<file path="config.mk">
export PLATFORM = sky130hd
export DESIGN_NAME = bsu_decode
export DESIGN_NICKNAME = d
export VERILOG_FILES = /design/src/rtl/core/bsu_pkg.sv /design/src/rtl/core/bsu_decode.sv
export SDC_FILE = /design/constraint.sdc
export NUM_CORES = 1
export LEC_CHECK = 0
export BUFFER_PORTS_ARGS = -buffer_cell sky130_fd_sc_hd__buf_2
export CAP_MARGIN = 10
export CORE_AREA = 5 5 42 44
export DETAILED_ROUTE_END_ITERATION = 8
export DIE_AREA = 0 0 47 49
export PLACE_DENSITY = 0.43
export SLEW_MARGIN = 20
export SYNTH_ARGS = -nofsm -noshare
export SYNTH_HDL_FRONTEND = slang
export SYNTH_SLANG_ARGS = --single-unit
</file>
<file path="constraint.sdc">
create_clock -name vclk -period 1
set_input_delay 0.1 -clock vclk [all_inputs]
set_output_delay 0.1 -clock vclk [all_outputs]
set_load 0.05 [all_outputs]
</file>
<file path="src/rtl/core/bsu_pkg.sv">
// ----------------------------------------------------------------------------
// bsu_pkg
// Shared constants, types and helpers of the 8080 branch and stack unit.
// ----------------------------------------------------------------------------
`default_nettype none

package bsu_pkg;

    // Stack memory geometry: two byte-wide banks, even and odd addresses
    localparam int MEM_BYTES  = 65536;
    localparam int MEM_AW     = $clog2(MEM_BYTES);
    localparam int BANK_AW    = MEM_AW - 1;
    localparam int BANK_DEPTH = MEM_BYTES / 2;

    // Stream widths
    localparam int IN_DATA_W  = 40;
    localparam int IN_USER_W  = 3;
    localparam int OUT_DATA_W = 40;

    // Action codes
    localparam logic [2:0] ACT_JUMP   = 3'd0;
    localparam logic [2:0] ACT_CALL   = 3'd1;
    localparam logic [2:0] ACT_RET    = 3'd2;
    localparam logic [2:0] ACT_PCHL   = 3'd3;
    localparam logic [2:0] ACT_SET_SP = 3'd4;

    // Condition codes; unused codes behave as always
    localparam logic [3:0] COND_ALWAYS = 4'd0;
    localparam logic [3:0] COND_NZ     = 4'd1;
    localparam logic [3:0] COND_Z      = 4'd2;
    localparam logic [3:0] COND_NC     = 4'd3;
    localparam logic [3:0] COND_C      = 4'd4;
    localparam logic [3:0] COND_PO     = 4'd5;
    localparam logic [3:0] COND_PE     = 4'd6;
    localparam logic [3:0] COND_P      = 4'd7;
    localparam logic [3:0] COND_M      = 4'd8;

    // Decoded operation of one instruction
    typedef struct packed {
        logic taken;      // transfer happens
        logic pc_target;  // PC <- target word
        logic pc_hl;      // PC <- HL
        logic push;       // write PC to stack, SP -= 2
        logic pop;        // read PC from stack, SP += 2
        logic sp_load;    // SP <- target word
    } t_dec;

    // Condition test against the flags
    function automatic logic cond_holds(input logic [3:0] cond, input logic z,
                                        input logic c, input logic p,
                                        input logic s);
        logic ok;
        case (cond)
            COND_NZ: ok = !z;
            COND_Z:  ok = z;
            COND_NC: ok = !c;
            COND_C:  ok = c;
            COND_PO: ok = !p;
            COND_PE: ok = p;
            COND_P:  ok = !s;
            COND_M:  ok = s;
            default: ok = 1'b1;
        endcase
        return ok;
    endfunction

endpackage

`default_nettype wire

</file>
<file path="src/rtl/core/bsu_decode.sv">
// ----------------------------------------------------------------------------
// bsu_decode
// Tests the condition and turns action plus result into register operations.
// ----------------------------------------------------------------------------
`default_nettype none

module bsu_decode (
    input  wire logic [2:0] i_action,
    input  wire logic [3:0] i_condition,
    input  wire logic       i_zero_flag,
    input  wire logic       i_carry_flag,
    input  wire logic       i_parity_flag,
    input  wire logic       i_sign_flag,
    output bsu_pkg::t_dec   o_dec
);

    logic ok;

    assign ok = bsu_pkg::cond_holds(i_condition, i_zero_flag, i_carry_flag,
                                    i_parity_flag, i_sign_flag);

    // Action decoder; unused action codes change nothing
    always_comb begin
        o_dec = '0;
        unique case (i_action)
            bsu_pkg::ACT_JUMP: begin
                o_dec.taken     = ok;
                o_dec.pc_target = ok;
            end
            bsu_pkg::ACT_CALL: begin
                o_dec.taken     = ok;
                o_dec.pc_target = ok;
                o_dec.push      = ok;
            end
            bsu_pkg::ACT_RET: begin
                o_dec.taken = ok;
                o_dec.pop   = ok;
            end
            bsu_pkg::ACT_PCHL: begin
                o_dec.taken = 1'b1;
                o_dec.pc_hl = 1'b1;
            end
            bsu_pkg::ACT_SET_SP: begin
                o_dec.taken   = 1'b1;
                o_dec.sp_load = 1'b1;
            end
            default: o_dec = '0;
        endcase
    end

endmodule

`default_nettype wire

</file>
==> After elaboration in Yosys (flattened, before gate mapping) <==
Index checks and enable logic that the tools add are counted.
{ "classes": {"n_eq_ne": 12, "n_mux": 7, "reduce_logical": 8} }
{ "ops": {"columns": ["cell", "count"], "rows": [
  ["4-bit by 3-bit equality test with 1-bit output, second input constant", 4],
  ["4-bit by 2-bit equality test with 1-bit output, second input constant", 2],
  ["1-bit case mux with 8 select lines", 1],
  ["3-bit by 2-bit equality test with 1-bit output, second input constant", 2],
  ["1-bit two-way mux", 5],
  ["4-bit by 1-bit equality test with 1-bit output, second input constant", 1],
  ["4-bit equality test, second input constant", 1],
  ["1-bit zero test", 4],
  ["2-bit OR reduction", 2],
  ["3-bit by 1-bit equality test with 1-bit output, second input constant", 1],
  ["3-bit equality test, second input constant", 1],
  ["3-bit zero test", 1],
  ["3-bit OR reduction", 1],
  ["1-bit case mux with 2 select lines", 1]
]} }
{ "word_totals": {"register_bits": 0} }

==> Longest topological paths before layout <==
{ "logic_depth": {"word_depth": 3, "ltp_mapped": 4} }

==> Worst setup path after synthesis <==
Ideal clock, no wire load.
{ "synth_timing": {"path_kind": "input to output", "start": "input i_condition[1]", "end": "output o_dec[1] (netlist name)", "arrival_time_ns": 1.931, "required_ns": 0.900, "path_slack_ns": -1.031, "cell_stages": 4, "n_path_buf": 0, "cell_sequence": "mux2_2 nor3b_1 o41ai_2 nor3b_1"} }
{ "synth_lines": {"columns": ["item", "line_no", "text"], "rows": [
  ["start, declared", "bsu_decode.sv:9", "input wire logic [3:0] i_condition,"],
  ["end, declared", "bsu_decode.sv:14", "output bsu_pkg::t_dec o_dec"]
]} }

==> results.md <==
Layout:
- The count of sequential standard cells is 0.
- The final net count is 52.
- The sequential cells in the finished layout cover a total of 0 µm².
- The signed area change from the synthesized netlist to the final layout is 170.0%.
- The fraction of the core area covered by cells at the end of the flow is 0.2652.
- The clock buffer count in the final layout is 0.
- Excluding fillers, the count of instances in the completed layout stands at 55.
- The finished cells cover 371.6 µm².
- The repair_antennas step left the layout with diodes totalling 0.
- Of the cells placed in the final design, the portion with a size suffix greater than 1 is 0.8205.

Power:
- Across the VDD grid, the largest voltage drop is 219.3 µV.
- The leakage power summed over all cells is 0.1740 nW.
- Of the total power, the share spent switching nets is 0.5627.
- Of the total power, combinational logic draws 1.000.
- The internal power of the cells is 0.00008659 W.
- The switching power total is 0.0001114 W.
- The share of total power dissipated in the clock network is 0.
- The power per cell area is 532.9 nW/µm².
- The part of the power in registers is 0.
- The total power after layout is 0.0001980 W.

Logic synthesis:
- The netlist uses 11 different library cells.
- Counting every net in the synthesized netlist gives 30.
- Synthesis handed over a netlist of 19 instances.
- The number of synthesis warnings is 0.
- The cell area that synthesis handed to floorplanning was 137.6 µm².
- The sequential fraction of the synthesis area is 0.
- Averaged over all synthesized cells, the footprint is 7.244 µm².

STA:
- The transition time at the pin with the least slew margin is 0.5319 ns.
- Setup repair after global routing could not meet its margin everywhere.
- The number of max-slew violations in the final report is 0.
- Setup violations remaining at the end of the flow were counted as 4.
- The minimum period implied by the final worst setup slack is 1.398 ns.
- The post-route worst setup slack is -0.3978 ns.
- Based on the critical path, the design can be clocked at up to 0.7154 GHz.
- In the finished design, the share of the clock period the worst path needs comes to 1.398.
- The worst slew margin relative to its limit is 0.6442.
- The final number of hold-violating endpoints is 0.

Critical path:
- The kind of critical path is input port to output port.
- Traced cell by cell, the critical path runs through buf_8 > mux2_4 > nor3b_4 > o41ai_4 > nand2_2 > buf_6.
- The critical path data required time is 0.90 ns.
- The startpoint of the worst setup timing path is i_condition[1].
- The number of buffer and inverter instances along the worst setup path is 2.
- The kind of capture point of the worst setup path is an output port.
- The logic depth of the worst path, buffers included is 6.
- The cell family contributing the most delay on the critical path is compound AO/OA/AOI/OAI gates.
- For this design, the slowest cell found on the critical path is sky130_fd_sc_hd__o41ai_4.
- Data on the critical path arrives at its endpoint at 1.30 ns.
- Following the worst setup path forward leads to its endpoint at o_dec[5].
- The maximum cell stage delay along the critical path is 0.57 ns.
- The startpoint type of the worst setup path is an input port.
- The maximum net fanout on the critical path is 4.

Die:
- The area of the core region is 1401 µm².
- The starting utilization of the core area is 0.09821.
- The top-level I/O count is 17.
- The die height is 49 µm.
- The width of the die is 47 µm.
- The die covers 2303 µm².
- The number of core rows is 14.

Route:
- In the routed design, unresolved DRC markers number 0.
- The first routing iteration left 0 violations.
- The detail route stage leaves a number of antenna-violating nets equal to 0.
- Summed over all layers, the routed wires come to 585 µm.
- For this run, the detailed router's first-pass iteration total came to 1.
- The via count is 227.
- Using the TritonRoute via totals, the vias-per-cell ratio works out to 4.127.
- After detailed routing, the average wire length per cell comes to 10.64 µm.

Outcome:
- The checks that failed: negative setup slack.
- The run finished, with violations left.

GRT:
- Entering global routing, the biggest net connects 6 pins.
- The first global-routing pass estimated 917 µm of wire.
- The via count of the first global-routing pass is 206.
- The initial antenna violation count was 0.
- The total routing usage reported by global routing is 0.04912.
- Global routing finished with a remaining overflow of 0.

CTS:
- For this design, the CTS-stage hold fixing added 0 buffers.

Placed design:
- In this run the tool buffered the top-level ports with 17 buffer cells.
- The detailed placement HPWL is 489.3 µm.
- Routability-driven placement finished with a final weighted congestion of 0.6318.
- At the placement stage, the worst setup path has a slack of -0.5179 ns.
- The total placed instance area is 326.6 µm².
- In this run, placement finished with an instance count of 55.

Hold path:
- The worst hold path belongs to the class input port to output port.

Flow run:
- Max-cap violations in this run came to 0.
[stage by stage]
step                hold WS (ns)  setup TNS, ns
global route              0.5636         -1.732
detailed placement        0.5512         -1.987
global placement          0.5506         -1.965
CTS                       0.5513         -1.632
floorplan                 0.2655         -1.355
finish                    0.5431         -1.528
[metal layers]
metal / GRT usage / wire, µm
met2: 0.06561 / 218
met5: 0 / 0
met3: 0.01476 / 123
met1: 0.08043 / 243
met4: 0 / 0
[Yosys cell counts]
master                     number  share of area
sky130_fd_sc_hd__nor3_1         1          0.036
sky130_fd_sc_hd__nor2_1         3          0.082
sky130_fd_sc_hd__inv_1          1          0.027
sky130_fd_sc_hd__and3_4         1          0.082
sky130_fd_sc_hd__mux2i_1        2           0.15
sky130_fd_sc_hd__nand2_1        2          0.055
sky130_fd_sc_hd__nor3b_1        5           0.27
sky130_fd_sc_hd__mux2_2         1          0.082
sky130_fd_sc_hd__o41ai_2        1           0.12
sky130_fd_sc_hd__a211oi_1       1          0.055
sky130_fd_sc_hd__a31oi_1        1          0.045
[power by group through the flow]
stage / registers, W / logic (W) / clock network (W)
6_report: 0 / 0.000198 / 0
3_3_place_gp: 0 / 0.000177 / 0
2_1_floorplan: 0 / 0.000110 / 0
3_5_place_dp: 0 / 0.000176 / 0
5_1_grt: 0 / 0.000210 / 0
4_1_cts: 0 / 0.000197 / 0
[kinds of logic after synthesis]
kind of cell           Yosys count  synth area share
and+or+nand+nor                 12            0.5273
AOI/OAI and AO/OA                3            0.2183
muxes                            3            0.2273
buffers and inverters            1           0.02725
[worst min-delay path by stage]
stage,startpoint,endpoint,slack (ns),cells past startpoint
after CTS,i_action[0],o_dec[1],0.55,3
after global placement,i_action[2],o_dec[3],0.55,3
after floorplan,i_action[0],o_dec[1],0.27,1
final,i_action[0],o_dec[1],0.54,3
after detailed placement,i_action[2],o_dec[3],0.55,3
after global routing,i_action[2],o_dec[3],0.56,3
[final cells by class]
class,count,area (µm²)
multi-input combinational,18,205.2
inverter,1,3.754
tap,16,20.02
fill,158,1030
timing repair buffer,20,142.6
[cells in the final DEF (no fill, tap or decap)]
cell type                  instances
sky130_fd_sc_hd__o41ai_4           1
sky130_fd_sc_hd__a211oi_2          1
sky130_fd_sc_hd__mux2_4            1
sky130_fd_sc_hd__nor3b_2           2
sky130_fd_sc_hd__inv_1             1
sky130_fd_sc_hd__nor2_1            1
sky130_fd_sc_hd__buf_8             1
sky130_fd_sc_hd__nor3b_4           3
sky130_fd_sc_hd__nand2_1           1
sky130_fd_sc_hd__buf_4             3
sky130_fd_sc_hd__mux2i_1           2
sky130_fd_sc_hd__nand2_2           1
sky130_fd_sc_hd__buf_6             4
sky130_fd_sc_hd__nor3_1            1
sky130_fd_sc_hd__buf_2            12
sky130_fd_sc_hd__and3_4            1
sky130_fd_sc_hd__nor2_2            2
sky130_fd_sc_hd__a31oi_1           1
[what timing repair did]
item | CTS | global route
cloned | 0 | 0
setup buffers | 0 | 0
pin swaps | 3 | 3
endpoints found under the hold margin | 0 | 0
endpoints found under the setup margin | 4 | 4
resized for setup | 11 | 2
Power figures use the tool's default switching activity.
